File: src/rtl/slot_period_speed_meter_core_macros.svh
// Assertion macros used by the speed meter core RTL file.
`ifndef SLOT_PERIOD_SPEED_METER_CORE_MACROS_SVH
`define SLOT_PERIOD_SPEED_METER_CORE_MACROS_SVH
`ifndef SYNTHESIS
// Property checked at every clock edge outside reset.
`define SSPM_ASSERT(name, clk, rstn, prop) \
  name: assert property (@(posedge clk) disable iff (!rstn) (prop)) \
    else $error("sspm assertion failed");
// Antecedent in one cycle implies consequent in the next.
`define SSPM_ASSERT_NEXT(name, clk, rstn, ante, cons) \
  name: assert property (@(posedge clk) disable iff (!rstn) (ante) |=> (cons)) \
    else $error("sspm assertion failed");
`else
`define SSPM_ASSERT(name, clk, rstn, prop)
`define SSPM_ASSERT_NEXT(name, clk, rstn, ante, cons)
`endif
`endif

File: src/rtl/sspm_pkg.sv
// Package: widths and constants of the slot period speed meter.
package sspm_pkg;

  localparam int unsigned PERIOD_W  = 32;
  localparam int unsigned CIRC_W    = 16;
  localparam int unsigned SLOTS_W   = 8;
  localparam int unsigned SPEED_W   = 16;
  localparam int unsigned CFG_IDX_W = 1;
  localparam int unsigned CFG_DATA_W = 16;

  localparam int unsigned USEC_PER_SEC = 1000000;
  // circumference * 1e6 fits in 36 bits
  localparam int unsigned NUMER_W = CIRC_W + 20;
  // average * slot count fits in 40 bits
  localparam int unsigned DENOM_W = PERIOD_W + SLOTS_W;

  localparam int unsigned AVG_DEPTH_DEF = 3;

  localparam logic [CIRC_W-1:0]  CIRC_RESET  = CIRC_W'(1000);
  localparam logic [SLOTS_W-1:0] SLOTS_RESET = SLOTS_W'(20);

  typedef enum logic [CFG_IDX_W-1:0] {
    REG_CIRC  = 1'b0,
    REG_SLOTS = 1'b1
  } cfg_reg_e;

endpackage

File: src/rtl/sspm_serial_div.sv
// Radix-2 restoring divider: one quotient bit per cycle.
module sspm_serial_div
  import sspm_pkg::*;
#(
  parameter int unsigned NUM_W = NUMER_W,
  parameter int unsigned DEN_W = DENOM_W
) (
  input  logic             clk_i,
  input  logic             rst_ni,
  input  logic             start_i,
  input  logic [NUM_W-1:0] num_i,
  input  logic [DEN_W-1:0] den_i,
  output logic             busy_o,
  output logic             done_o,
  output logic [NUM_W-1:0] quot_o
);

  localparam int unsigned CNT_W = $clog2(NUM_W + 1);

  logic [NUM_W-1:0] dvd_q;
  logic [DEN_W-1:0] rem_q;
  logic [DEN_W-1:0] den_q;
  logic [CNT_W-1:0] cnt_q;
  logic             busy_q;
  logic             done_q;

  logic [DEN_W:0]   trial;
  logic [DEN_W:0]   diff;
  logic             ge;

  assign trial = {rem_q, dvd_q[NUM_W-1]};
  assign diff  = trial - {1'b0, den_q};
  assign ge    = (trial >= {1'b0, den_q});

  always_ff @(posedge clk_i or negedge rst_ni) begin
    if (!rst_ni) begin
      busy_q <= 1'b0;
      done_q <= 1'b0;
      cnt_q  <= '0;
    end else begin
      done_q <= 1'b0;
      if (start_i) begin
        busy_q <= 1'b1;
        cnt_q  <= CNT_W'(NUM_W);
      end else if (busy_q) begin
        cnt_q <= cnt_q - 1'b1;
        if (cnt_q == CNT_W'(1)) begin
          busy_q <= 1'b0;
          done_q <= 1'b1;
        end
      end
    end
  end

  // Dividend shifts out at the top while quotient bits enter at the bottom.
  always_ff @(posedge clk_i) begin
    if (start_i) begin
      dvd_q <= num_i;
      rem_q <= '0;
      den_q <= den_i;
    end else if (busy_q) begin
      dvd_q <= {dvd_q[NUM_W-2:0], ge};
      rem_q <= ge ? diff[DEN_W-1:0] : trial[DEN_W-1:0];
    end
  end

  assign busy_o = busy_q;
  assign done_o = done_q;
  assign quot_o = dvd_q;

endmodule

File: src/rtl/slot_period_speed_meter_core.sv
// Top level: moving-average tachometer, slot period in, wheel speed out.
//
// Usage:
// - Input channel (in_valid_i / in_ready_o / slot_period_us_i) carries one
//   slot-to-slot period in microseconds per transaction.
// - Output channel (out_valid_o / out_ready_i) returns one speed result per
//   input: speed_mm_per_s_o, clamped at 65535, and speed_saturated_o.
// - Config port: cfg_we_i writes cfg_wdata_i to register cfg_idx_i
//   (0: wheel circumference in mm, 1: slots per turn). Write while idle.
// - Each period enters a history of AVERAGE_DEPTH entries; the average is
//   sum / AVERAGE_DEPTH, speed = circumference * 1e6 / (average * slots).
//   A zero divisor gives speed 0, not saturated.
// - One shared radix-2 divider is used twice (average, then speed), with a
//   bit-serial slot-count multiplier between; the default depth is 3. A zero
//   divisor skips the second division.
// - One item is in flight at a time; the next is accepted once the result
//   sits in the output register, even while that result is still stalled.
// - Reset clears the history to zero, the write pointer, and loads the
//   registers with 1000 mm and 20 slots. No output is pending after reset.
// - A stalled receiver holds the output register; a finished result behind
//   it waits in the result hold stage and blocks the next item.
`include "slot_period_speed_meter_core_macros.svh"

module slot_period_speed_meter_core
  import sspm_pkg::*;
#(
  parameter int unsigned AVERAGE_DEPTH = AVG_DEPTH_DEF
) (
  input  logic                  clk_i,
  input  logic                  rst_ni,
  // input channel
  input  logic                  in_valid_i,
  output logic                  in_ready_o,
  input  logic [PERIOD_W-1:0]   slot_period_us_i,
  // output channel
  output logic                  out_valid_o,
  input  logic                  out_ready_i,
  output logic [SPEED_W-1:0]    speed_mm_per_s_o,
  output logic                  speed_saturated_o,
  // configuration
  input  logic                  cfg_we_i,
  input  logic [CFG_IDX_W-1:0]  cfg_idx_i,
  input  logic [CFG_DATA_W-1:0] cfg_wdata_i
);

  localparam int unsigned PTR_W  = (AVERAGE_DEPTH > 1) ? $clog2(AVERAGE_DEPTH) : 1;
  localparam int unsigned SUM_W  = PERIOD_W + $clog2(AVERAGE_DEPTH);
  localparam int unsigned DIV_NW = (SUM_W > NUMER_W) ? SUM_W : NUMER_W;
  localparam int unsigned MCNT_W = $clog2(SLOTS_W + 1);

  typedef enum logic [7:0] {
    ST_IDLE     = 8'b0000_0001,
    ST_SUM      = 8'b0000_0010,
    ST_AVG_GO   = 8'b0000_0100,
    ST_AVG_WAIT = 8'b0000_1000,
    ST_MUL      = 8'b0001_0000,
    ST_DIV_GO   = 8'b0010_0000,
    ST_DIV_WAIT = 8'b0100_0000,
    ST_OUT      = 8'b1000_0000
  } state_e;

  state_e state_q, state_d;

  // configuration registers
  logic [CIRC_W-1:0]  circ_q;
  logic [SLOTS_W-1:0] slots_q;

  // period history
  logic [PERIOD_W-1:0] hist_q [AVERAGE_DEPTH];
  logic [PTR_W-1:0]    wptr_q;
  logic [PTR_W-1:0]    sum_idx_q;
  logic [SUM_W-1:0]    sum_q;

  // bit-serial multiplier
  logic [DENOM_W-1:0] mcand_q;
  logic [DENOM_W-1:0] prod_q;
  logic [SLOTS_W-1:0] mplier_q;
  logic [MCNT_W-1:0]  mul_cnt_q;

  // result hold and output register
  logic [SPEED_W-1:0] res_speed_q;
  logic               res_sat_q;
  logic               out_valid_q;
  logic [SPEED_W-1:0] out_speed_q;
  logic               out_sat_q;

  // shared divider
  logic               div_start;
  logic [DIV_NW-1:0]  div_num;
  logic [DENOM_W-1:0] div_den;
  logic               div_busy;
  logic               div_done;
  logic [DIV_NW-1:0]  div_quot;

  logic in_acc;
  logic out_load;
  logic div_sat;

  assign in_ready_o = (state_q == ST_IDLE);
  assign in_acc     = in_valid_i && in_ready_o;
  assign out_load   = (state_q == ST_OUT) && (!out_valid_q || out_ready_i);
  assign div_sat    = (div_quot[DIV_NW-1:SPEED_W] != '0);

  // Operands: average first (sum / depth), then speed (circ * 1e6 / product).
  always_comb begin
    div_start = 1'b0;
    div_num   = DIV_NW'(circ_q) * DIV_NW'(USEC_PER_SEC);
    div_den   = prod_q;
    case (state_q)
      ST_AVG_GO: begin
        div_start = 1'b1;
        div_num   = DIV_NW'(sum_q);
        div_den   = DENOM_W'(AVERAGE_DEPTH);
      end
      ST_DIV_GO: begin
        div_start = (prod_q != '0);
      end
      default: begin
        div_start = 1'b0;
      end
    endcase
  end

  sspm_serial_div #(
    .NUM_W (DIV_NW),
    .DEN_W (DENOM_W)
  ) u_div (
    .clk_i   (clk_i),
    .rst_ni  (rst_ni),
    .start_i (div_start),
    .num_i   (div_num),
    .den_i   (div_den),
    .busy_o  (div_busy),
    .done_o  (div_done),
    .quot_o  (div_quot)
  );

  always_comb begin
    state_d = state_q;
    case (state_q)
      ST_IDLE: begin
        if (in_acc) state_d = ST_SUM;
      end
      ST_SUM: begin
        if (sum_idx_q == PTR_W'(AVERAGE_DEPTH - 1)) state_d = ST_AVG_GO;
      end
      ST_AVG_GO: begin
        state_d = ST_AVG_WAIT;
      end
      ST_AVG_WAIT: begin
        if (div_done) state_d = ST_MUL;
      end
      ST_MUL: begin
        if (mul_cnt_q == MCNT_W'(1)) state_d = ST_DIV_GO;
      end
      ST_DIV_GO: begin
        // zero divisor: skip the division, result is zero
        state_d = (prod_q != '0) ? ST_DIV_WAIT : ST_OUT;
      end
      ST_DIV_WAIT: begin
        if (div_done) state_d = ST_OUT;
      end
      ST_OUT: begin
        if (out_load) state_d = ST_IDLE;
      end
      default: begin
        state_d = ST_IDLE;
      end
    endcase
  end

  always_ff @(posedge clk_i or negedge rst_ni) begin
    if (!rst_ni) begin
      state_q     <= ST_IDLE;
      circ_q      <= CIRC_RESET;
      slots_q     <= SLOTS_RESET;
      wptr_q      <= '0;
      out_valid_q <= 1'b0;
      for (int i = 0; i < AVERAGE_DEPTH; i++) hist_q[i] <= '0;
    end else begin
      state_q <= state_d;
      if (cfg_we_i) begin
        case (cfg_idx_i)
          REG_CIRC:  circ_q  <= cfg_wdata_i[CIRC_W-1:0];
          REG_SLOTS: slots_q <= cfg_wdata_i[SLOTS_W-1:0];
          default:   circ_q  <= circ_q;
        endcase
      end
      if (in_acc) begin
        hist_q[wptr_q] <= slot_period_us_i;
        wptr_q <= (wptr_q == PTR_W'(AVERAGE_DEPTH - 1)) ? '0 : wptr_q + 1'b1;
      end
      if (out_load) begin
        out_valid_q <= 1'b1;
      end else if (out_ready_i) begin
        out_valid_q <= 1'b0;
      end
    end
  end

  // Datapath registers: no reset needed.
  always_ff @(posedge clk_i) begin
    if (in_acc) begin
      sum_q     <= '0;
      sum_idx_q <= '0;
    end else if (state_q == ST_SUM) begin
      sum_q     <= sum_q + SUM_W'(hist_q[sum_idx_q]);
      sum_idx_q <= sum_idx_q + 1'b1;
    end

    if ((state_q == ST_AVG_WAIT) && div_done) begin
      mcand_q   <= DENOM_W'(div_quot[PERIOD_W-1:0]);
      mplier_q  <= slots_q;
      prod_q    <= '0;
      mul_cnt_q <= MCNT_W'(SLOTS_W);
    end else if (state_q == ST_MUL) begin
      if (mplier_q[0]) prod_q <= prod_q + mcand_q;
      mcand_q   <= {mcand_q[DENOM_W-2:0], 1'b0};
      mplier_q  <= {1'b0, mplier_q[SLOTS_W-1:1]};
      mul_cnt_q <= mul_cnt_q - 1'b1;
    end

    if ((state_q == ST_DIV_GO) && (prod_q == '0)) begin
      res_speed_q <= '0;
      res_sat_q   <= 1'b0;
    end else if ((state_q == ST_DIV_WAIT) && div_done) begin
      res_speed_q <= div_sat ? '1 : div_quot[SPEED_W-1:0];
      res_sat_q   <= div_sat;
    end

    if (out_load) begin
      out_speed_q <= res_speed_q;
      out_sat_q   <= res_sat_q;
    end
  end

  assign out_valid_o       = out_valid_q;
  assign speed_mm_per_s_o  = out_speed_q;
  assign speed_saturated_o = out_sat_q;

  `SSPM_ASSERT(a_wptr_range, clk_i, rst_ni, wptr_q <= PTR_W'(AVERAGE_DEPTH - 1))
  `SSPM_ASSERT(a_div_start_idle, clk_i, rst_ni, !(div_start && div_busy))
  `SSPM_ASSERT_NEXT(a_accept_sum, clk_i, rst_ni, in_acc, state_q == ST_SUM)
  `SSPM_ASSERT_NEXT(a_done_only_waiting, clk_i, rst_ni, div_start,
                    div_busy && !div_done)
  `SSPM_ASSERT(a_sat_full_scale, clk_i, rst_ni,
               !out_valid_q || !out_sat_q || (out_speed_q == '1))

endmodule
File: config.mk
export PLATFORM = sky130hd
export DESIGN_NAME = slot_period_speed_meter_core
export DESIGN_NICKNAME = d
export VERILOG_FILES = /design/src/rtl/sspm_pkg.sv /design/src/rtl/sspm_serial_div.sv /design/src/rtl/slot_period_speed_meter_core.sv
export VERILOG_INCLUDE_DIRS = /design/src /design/src/rtl
export SDC_FILE = /design/constraint.sdc
export NUM_CORES = 1
export LEC_CHECK = 0
export ABC_CLOCK_PERIOD_IN_PS = 10900
export BUFFER_PORTS_ARGS = -buffer_cell sky130_fd_sc_hd__buf_2
export CORE_MARGIN = 3
export CORE_UTILIZATION = 40
export DETAILED_ROUTE_END_ITERATION = 12
export PLACE_DENSITY = 0.57
export SLEW_MARGIN = 0
export SYNTH_ARGS = -nofsm -noshare
export SYNTH_HDL_FRONTEND = slang
export SYNTH_HIERARCHICAL = 1
export SYNTH_SLANG_ARGS = --single-unit
export TNS_END_PERCENT = 1
File: constraint.sdc
create_clock -name clk_i -period 10.9 [get_ports clk_i]
set_clock_uncertainty 0.2 [all_clocks]
set_input_delay 1.09 -clock clk_i [delete_from_list [all_inputs] [get_ports clk_i]]
set_output_delay 1.09 -clock clk_i [all_outputs]
set_load 0.02 [all_outputs]
# Word level (Yosys, flattened, before mapping)
# Cells that the tools add are included.
dict set report word_totals {
  ff_bits 417
  wordCells 111
  output_inout_bits 19
  inputBits 54
}
dict set report op_classes {
  n_lt_le_gt_ge 4
  muxes 35
  bitwise 3
  add_sub_neg 7
  reduce_logical 18
  eq_ne 18
  mul 1
}
# op n
set ops {}
lappend ops {{$mux W32} 5}
lappend ops {{$mux W36} 3}
lappend ops {{$bwmux W96} 1}
lappend ops {{$mux W8} 9}
lappend ops {{$bmux W32 S2} 1}
lappend ops {{$demux W32 S2} 1}
lappend ops {{$pmux W8 S8} 1}
lappend ops {{$ge A41 B40 Y1} 1}
lappend ops {{$add A40 B40 Y40} 1}
lappend ops {{$logic_not A40 Y1} 1}
lappend ops {{$mux W40} 1}
lappend ops {{$reduce_bool A40 Y1} 1}
lappend ops {{$sub A40 B40 Y40} 1}
lappend ops {{$add A34 B32 Y34} 1}
lappend ops {{$mul A16 B14 Y30 const B} 1}
lappend ops {{$reduce_bool A20 Y1} 1}
lappend ops {{$mux W16} 1}
lappend ops {{$mux W6} 2}
lappend ops {{$eq A8 B1 Y1 const B} 1}
lappend ops {{$eq A8 B2 Y1 const B} 1}
lappend ops {{$eq A8 B3 Y1 const B} 1}
lappend ops {{$eq A8 B4 Y1 const B} 1}
lappend ops {{$eq A8 B5 Y1 const B} 1}
lappend ops {{$eq A8 B6 Y1 const B} 1}
lappend ops {{23 further kinds} 47}

# Logic depth before layout (Yosys ltp)
# Gate-level depths: netlist (run 1).
dict set report depth {
  word_depth 6
  ltp_mapped 21
  mapped_depth_nobuf 21
}

# By module
# Netlist (run 1), hierarchy kept.
# mod area_each_um2 n_inst seq_area_each_um2 cells_per_inst
set modules_own_cells {}
lappend modules_own_cells {slot_period_speed_meter_core 19628.8 1 7103.1 2107}
lappend modules_own_cells {sspm_serial_div 7467.2 1 3283.1 740}

# Worst setup path after synthesis (run 1)
# No wires, ideal clock.
dict set report synth_timing {
  path_type {register to register}
  start {reg circ_q[3]}
  end {reg u_div.dvd_q[33], in the netlist u_div/quot_o[33], data pin}
  setup_ns 0.260
  path_stages_with_launch 22
  period_less_slack_ns 6.087
  n_path_buf 0
  slack_ns 4.813
  required_ns 10.440
  arrival_time_ns 5.628
  cell_sequence {dfstp_2 inv_1 fa_1 inv_1 fa_1 fa_1 fa_1 ha_1 inv_1 fa_1 inv_1 ha_1 a21o_1 nand2_1 o21ai_0 a311oi_2 o211ai_1 and3_1 a211oi_2 xor2_1 a21oi_1 mux2_2}
}
dict set report synth_via {
  elab_chain_cells 3
}
# item line
set synth_lines {}
lappend synth_lines {{start, declared} slot_period_speed_meter_core.sv:65} ;# logic [CIRC_W-1:0] circ_q;
lappend synth_lines {{start signal, assigned} slot_period_speed_meter_core.sv:184} ;# REG_CIRC: circ_q <= cfg_wdata_i[CIRC_W-1:0];
lappend synth_lines {{start signal, assigned} slot_period_speed_meter_core.sv:186} ;# default: circ_q <= circ_q;
lappend synth_lines {{$mul A16 B14 Y30} slot_period_speed_meter_core.sv:107} ;# div_num = DIV_NW'(circ_q) * DIV_NW'(USEC_PER_SEC);
lappend synth_lines {{$mux W36} slot_period_speed_meter_core.sv:109} ;# case (state_q)
lappend synth_lines {{net div_num[33]} slot_period_speed_meter_core.sv:89} ;# logic [DIV_NW-1:0] div_num;
lappend synth_lines {{$mux W36} sspm_serial_div.sv:57} ;# if (start_i) begin
lappend synth_lines {{end signal, assigned} sspm_serial_div.sv:58} ;# dvd_q <= num_i;
lappend synth_lines {{end signal, assigned} sspm_serial_div.sv:62} ;# dvd_q <= {dvd_q[NUM_W-2:0], ge};
lappend synth_lines {{end, declared} sspm_serial_div.sv:20} ;# logic [NUM_W-1:0] dvd_q;
# The timed path passes the listed nets, and every way through them passes these cells.
# A chain may end at the register's enable or synchronous reset.

# Worst setup path in the final report (run 1)
# Ends and elaborated chain as after synthesis.

==> results.ini, run 1 <==
[yosys]
ys_top_cells_by_area=edfxtp_1, dfrtp_1, dfxtp_1, ha_1, nand2_1
ys_ff_latch=417
synth_area_per_cell_um2=9.52
ys_async_sr_fraction=0.333
synthDistinctLibCells=99
synth_top_area_frac=0.147
netlist_area_um2=27100
synth_nets=3180
synth_warnings=6
synth_edf_count=133
synth_top_area_cell=edfxtp_1
ys_seq_area_frac=0.383
syn_inst=2847
synth-main-ff-cell=dfxtp_1

[route]
drt-pass1-iter-count=5
vias_per_cell=5.39
drt_iter0_markers=1215
ant_nets=0
drcViolationCount=0
num_vias=20300
wire_per_inst_um=18.3
finalWirelength_um=69000

[floorplan]
io-pin-count=73
core_area_um2=66500
die_w_um=266
die-area_um2=70900
num_rows=94
start_util=0.408
die_h_um=266

[global_routing]
grt_max_degree=80
grt_overflow=0
grtUsageMet1=0.263
grt_pass1_vias=20600
busiest_layer=met2
antenna_found_initial=1
grt_pass1_wl_um=112000
grt_usage=0.195
met3_usage=0.0231
use_met2=0.334

[setup_path]
crit_buf_inv=4
crit_chain=inv_1 > fa_1 > inv_1 > fa_1 > fa_1 > fa_1 > ha_1 > inv_1 > fa_1 > inv_1 > ha_1 > a21o_1 > nand2_1 > o21ai_0 > a311oi_2 > o211ai_1 > and3_1 > a211oi_2 > xor2_1 > a21oi_1 > mux2_2
crit_path_end_kind=flip-flop
crit_path_top_delay_cell=fa_1
path_class=reg2reg
crit_required_ps=11060
crit_top_cell=fa_1
critPathMaxStageDelay_ps=590
path_max_fanout=6
cp_num_cells=21
crit_family=adder cells
cp.arrival_ps=6700
crit_path_start_kind=flip-flop
rr_worst_depth=21

[cells_and_area]
mostFrequentLayoutCells=nand2_1, a21oi_1, ha_1
postLayoutCellArea_um2=29900
final_util=0.450
nets=3197
final_cells=3771
syn2layout_area_growth_pct=10.3
layout_commonest_cell=nand2_1
drive_gt1_frac=0.129

[pwr]
power.leakage_uw=0.0132
power.density_nw_per_um2=330
max-vdd-ir-drop_mv=0.277

[cts]
cts_buffers=49
cts_tree=built
cts_sinks=417
clk_path_buf_depth=3
cts_repair_resize_count=0
clk_pin_slew_worst_paths_ps=60
cts-hold-fix-buffers=0
clk_latency_ps=620
h-tree-depth=2
postCtsSetupRepairBufs=0
root_buffer=clkbuf_16

[timing]
finalHoldViolCount=0
period_share=0.601
tightestPinTransition_ps=1020
max_slew_margin=0.318
setup_viol=0
rsz0062_at_grt=false
tns_ps=0
finalMaxSlewViolations=0
fin_crit_ps=6550
fmax_mhz=153

[min_path]
hold_depth=0
hold_path_class=reg2reg

[placed_design]
dp_cells=3677
postPlaceCellArea_um2=28100
gp_congestion=0.917
io_buffers=72
hpwl_um=51300

[run]
cap_violations=0

[outcome]
status=finished, final reports clean

synth_stat cells (12+ instances only):
cell type and count:
mux2_1 28, buf_2 17, xor2_1 46, nor3_1 27
a21o_1 59, fa_1 58, and2_1 57, nor2_1 214
mux2_2 114, dfxtp_1 145, buf_1 15, o21bai_1 19
dfrtp_1 130, nand2b_1 22, o21ai_0 129, nand3_1 48
nand4_1 24, a21oi_1 227, o22ai_1 18, edfxtp_1 133
nand2_1 387, mux2i_1 54, and3_1 14, a31oi_1 14
ha_1 221, o211ai_1 12, nor4_1 22, nor2b_1 20
xnor2_1 78, a211oi_2 26, clkbuf_1 83, inv_1 172
a211oi_1 27, o21a_1 22
metrics by stage:
step	total power [uW]	worst slack (ps)	hold slack, ps
after floorplan	6900	4810	203
after global placement	8040	4390	219
after detailed placement	8120	4370	220
after CTS	9930	4370	236
after global routing	10800	4070	239
final	9850	4350	231
sequential cells by signal, indices dropped and copies added (netlist names), 4 cells and up:
signal            cells
mcand_q              40
hist_q               96
state_q               8
speed_mm_per_s_o     16
mplier_q              8
sum_q                34
slots_q               8
u_div/den_q          40
u_div/cnt_q           6
res_speed_q          16
circ_q               16
u_div/quot_o         36
prod_q               40
mul_cnt_q             4
u_div/rem_q          40
where the power goes:
part / switching [uW] / internal (uW)
clock: 694 / 1040
sequential: 334 / 2120
combinational: 3240 / 2420
total: 4270 / 5590
path summary, 6_finish.rpt:
path                       startpoint  slack [ps]                 to
setup / recovery            circ_q[3]        4350   u_div/quot_o[33]
min in group asynchronous      rst_ni         310         hist_q[43]
setup reg to reg            circ_q[3]        4350   u_div/quot_o[33]
hold reg to reg             res_sat_q         230  speed_saturated_o
max in group asynchronous      rst_ni        8780          circ_q[0]
hold / removal              res_sat_q         230  speed_saturated_o
final cells by class:
class,count,area (um2)
Fill cell,6405,36600
Tap cell,864,1080
Inverter,172,646
Sequential cell,417,10400
Multi-Input combinational cell,2128,15500
Clock inverter,15,274
Antenna cell,2,5.00
Clock buffer,77,1450
Timing Repair Buffer,96,547
cells by family (layout without fill, tap and decap cells):
| group | Yosys count | count (layout) | share of synthesized area |
|---|---|---|---|
| adders and majority gates | 279 | 279 | 0.145 |
| muxes | 196 | 196 | 0.0790 |
| AOI/OAI and AO/OA | 639 | 639 | 0.154 |
| buffers and inverters | 302 | 360 | 0.0461 |
| and+or+nand+nor | 890 | 890 | 0.153 |
| xor gates and xnor gates | 124 | 124 | 0.0401 |
| DFF | 417 | 417 | 0.383 |
| other | 0 | 2 | 0 |
routing by layer:
metal,routed length [um],vias to the layer above,part of all wire
li1,-,10000,-
met1,32300,9853,0.47
met2,33000,332,0.48
met3,2360,99,0.034
met4,1430,0,0.021
met5,0,-,0
worst reg2reg max path, delay by kind of cell, from the launching register on:
kind | cells | cell delay [ps]
adder cells (fa/ha/maj) | 7 | 3220
AO/OA/AOI/OAI | 6 | 1270
flip-flops | 1 | 580
AND/OR/NAND/NOR | 2 | 320
multiplexers | 1 | 300
buffers and inverters | 4 | 290
XOR/XNOR | 1 | 170
No activity file was read; power rests on OpenSTA's default activity.
==> run 2, diff against run 1 <==
--- a/config.mk
+++ b/config.mk
@@ -6,12 +6,13 @@
 export SDC_FILE = /design/constraint.sdc
 export NUM_CORES = 1
 export LEC_CHECK = 0
-export ABC_CLOCK_PERIOD_IN_PS = 10900
+export ABC_AREA = 1
+export ABC_CLOCK_PERIOD_IN_PS = 5650
 export BUFFER_PORTS_ARGS = -buffer_cell sky130_fd_sc_hd__buf_2
 export CORE_MARGIN = 3
 export CORE_UTILIZATION = 40
 export DETAILED_ROUTE_END_ITERATION = 12
-export PLACE_DENSITY = 0.57
+export PLACE_DENSITY = 0.59
 export SLEW_MARGIN = 0
 export SYNTH_ARGS = -nofsm -noshare
 export SYNTH_HDL_FRONTEND = slang
==> constraint.sdc (replaced) <==
create_clock -name clk_i -period 5.65 [get_ports clk_i]
set_clock_uncertainty 0.2 [all_clocks]
set_input_delay 0.565 -clock clk_i [delete_from_list [all_inputs] [get_ports clk_i]]
set_output_delay 0.565 -clock clk_i [all_outputs]
set_load 0.02 [all_outputs]
==> run 2 against run 1 <==
Compared with the run above: die area up 10%; utilization grew 0.36 points; largest cell class unchanged; synthesized cell count rose by 51%; non-clock buffer count increased by 36; first-iteration DRC count grew 36%; area after synthesis rose by 11%; final cell count rose by 42%; fmax is 20% higher; clock-buffer cell count shrank 14; register-to-register slack lost 4100 ps; global-route usage up 2.5 points; setup slack got worse by 4100 ps.
==> results.ini, run 2 <==
[yosys]
netlist_area_um2=30000  ; was 27100 um2
ys_top_cells_by_area=nand2_1, edfxtp_1, dfrtp_1, dfxtp_1, inv_1  ; was edfxtp_1, dfrtp_1, dfxtp_1, ha_1, nand2_1
syn_inst=4292  ; was 2847
synth-simple-area-share=0.281  ; was 0.153
muxShareOfSynthArea=0  ; was 0.0790
synth_nets=4625  ; was 3180
synth_commonest_cells=nand2_1, inv_1, nor2_1, o21ai_0, nand3_1  ; was nand2_1, a21oi_1, ha_1, nor2_1, inv_1
synth-adder-area-share=0.131  ; was 0.145
synth_area_per_cell_um2=6.98  ; was 9.52 um2
synth_warnings=6  ; unchanged
synth-main-ff-cell=dfxtp_1  ; unchanged
synthDistinctLibCells=54  ; was 99
synth_edf_count=133  ; unchanged
ys_seq_area_frac=0.346  ; was 0.383
synth_compound_area_frac=0.107  ; was 0.154
synth_top_area_frac=0.167  ; was 0.147
yosysMostFrequentCell=nand2_1  ; unchanged
synth-xor-area-share=0.0190  ; was 0.0401
ys_ff_latch=417  ; unchanged
synth_top_area_cell=nand2_1  ; was edfxtp_1
synth_top_family_by_area=simple AND/OR/NAND/NOR gates  ; was compound AO/OA/AOI/OAI gates
ys_async_sr_fraction=0.333  ; unchanged

[timing]
period_share=0.962  ; was 0.601
finalHoldViolCount=0  ; unchanged
setup_viol=0  ; unchanged
tightestPinTransition_ps=1000  ; was 1020 ps
finalMaxSlewViolations=0  ; unchanged
rsz0062_at_grt=true  ; was false
fin_crit_ps=5430  ; was 6550 ps
max_slew_margin=0.330  ; was 0.318
fmax_mhz=184  ; was 153 MHz

[cts]
clk_pin_slew_worst_paths_ps=60  ; about the same
cts_buffers=49  ; unchanged
clk_latency_ps=620  ; about the same
h-tree-depth=2  ; unchanged
cts_tree=built  ; unchanged
postCtsSetupRepairBufs=0  ; unchanged
root_buffer=clkbuf_16  ; unchanged
cts_sinks=417  ; unchanged
clk_path_buf_depth=3  ; unchanged

[min_path]
hold_path.startpoint=slot_period_us_i[30]  ; was res_sat_q
hold_path_class=in2reg  ; was reg2reg

[placed_design]
postPlaceCellArea_um2=31300  ; was 28100 um2
hpwl_um=66200  ; was 51300 um
io_buffers=72  ; unchanged
gp_congestion=0.973  ; was 0.917

[cells_and_area]
regMostFlops=hist_q  ; unchanged
regArea_um2=10400  ; about the same
nets=4698  ; was 3197
drive_gt1_frac=0.0676  ; was 0.129
fill_cells=7774  ; was 6405
largest_reg_flops=96  ; unchanged
multiInputGateArea_um2=16200  ; was 15500 um2
syn2layout_area_growth_pct=11.2  ; was 10.3%
layout_commonest_cell=nand2_1  ; unchanged
diodes=0  ; was 2
postLayoutCellArea_um2=33300  ; was 29900 um2
mostFrequentLayoutCells=nand2_1, inv_1, nor2_1  ; was nand2_1, a21oi_1, ha_1

[setup_path]
crit_required_ps=5820  ; was 11060 ps
crit_path_end_kind=flip-flop  ; unchanged
crit_path_start_kind=flip-flop  ; unchanged
crit_buf_inv=4  ; unchanged
rrSetupSlack_ps=220  ; was 4350 ps
path_max_fanout=4  ; was 6
crit_chain=inv_1 > fa_1 > inv_1 > fa_1 > fa_1 > inv_1 > fa_1 > inv_1 > ha_1 > ha_1 > ha_1 > a21oi_1 > nand2_1 > a21oi_2 > nand3_2 > or2_2 > nand3_1 > nand2_1 > nand2_1 > nand2_1  ; was inv_1 > fa_1 > inv_1 > fa_1 > fa_1 > fa_1 > ha_1 > inv_1 > fa_1 > inv_1 > ha_1 > a21o_1 > nand2_1 > o21ai_0 > a311oi_2 > o211ai_1 > and3_1 > a211oi_2 > xor2_1 > a21oi_1 > mux2_2
critPathMaxStageDelay_ps=560  ; was 590 ps
reg2reg_from=circ_q[3]  ; unchanged
cp.arrival_ps=5610  ; was 6700 ps
crit_family=adder cells  ; unchanged
setup.worst_path.start=circ_q[3]  ; unchanged
path_class=reg2reg  ; unchanged
crit_path_top_delay_cell=fa_1  ; unchanged

[run]
cap_violations=0  ; unchanged

[route]
ant_nets=0  ; unchanged
vias_per_cell=4.93  ; was 5.39
finalWirelength_um=85400  ; was 69000 um
drcViolationCount=0  ; unchanged
wire_per_inst_um=15.9  ; was 18.3 um
drt-pass1-iter-count=6  ; was 5
drt_iter0_markers=1652  ; was 1215
num_vias=26500  ; was 20300

[global_routing]
grt_pass1_wl_um=138000  ; was 112000 um
grt_max_degree=78  ; was 80
grt_pass1_vias=25800  ; was 20600
grt_overflow=0  ; unchanged
grt_usage=0.220  ; was 0.195
antenna_found_initial=0  ; was 1

[floorplan]
start_util=0.407  ; was 0.408
io-pin-count=73  ; unchanged
die-area_um2=78300  ; was 70900 um2
die_h_um=280  ; was 266 um
core_area_um2=73600  ; was 66500 um2
num_rows=99  ; was 94
die_w_um=280  ; was 266 um

[outcome]
status=finished, final reports clean  ; unchanged

-- run 2: cell families (layout without fill, tap and decap cells) --
logic type,after synthesis,after routing
DFF,417,417
AOI/OAI and AO/OA,611,611
buffers and inverters,883,997
and+or+nand+nor,2037,2037
xor gates and xnor gates,65,65
adders and majority gates,279,279
-- run 2: stage by stage --
step	setup TNS, ps	cells	util	setup WS [ps]	hold slack [ps]
3_5_place_dp	0	5255	0.426	93.8	219
3_3_place_gp	0	5255	0.426	83.6	215
6_report	0	5365	0.453	215	35.1
2_1_floorplan	0	4292	-	366	69.4
5_1_grt	-67.6	5365	0.453	-20.5	14.1
4_1_cts	0	5365	0.452	81.4	2.37
-- run 2: tightest hold or removal path, stage by stage --
cell	delay [ps]
buf_2	110
inv_1	80
o21ai_1	70
-- run 2: final cells by class --
type                       count  share of cell area
inverter                     773              0.0870
timing repair buffer         132              0.0259
clock buffer                  63              0.0404
tap                          959              0.0360
multi-input combinational   2992               0.487
clock inverter                29              0.0122
sequential                   417               0.311
-- run 2: path summary, 6_finish.rpt --
path,end,cells after the start
worst max-delay path,u_div/quot_o[27],20
worst min-delay path,hist_q[62],3
worst max register to register,u_div/quot_o[27],20
worst min register to register,speed_mm_per_s_o[3],0
max in group asynchronous,state_q[0],3
min in group asynchronous,circ_q[12],2
-- run 2: layer usage --
metal | part of all wire | vias to the layer above | global-route usage
met2 | 0.47 | 483 | 0.377
met5 | 0 | - | 0
met3 | 0.037 | 139 | 0.0203
li1 | - | 13700 | -
met1 | 0.46 | 12100 | 0.293
met4 | 0.035 | 0 | 0.0723
-- run 2: what timing repair did --
item,CTS,global route
endpoints found under the setup margin,0,11
gates resized for setup,0,30
endpoints found under the hold margin,78,0
hold buffers,18,0
Power of run 2 is not shown: default switching activity piles up to over one toggle a cycle in this logic, so the estimate is an artifact.
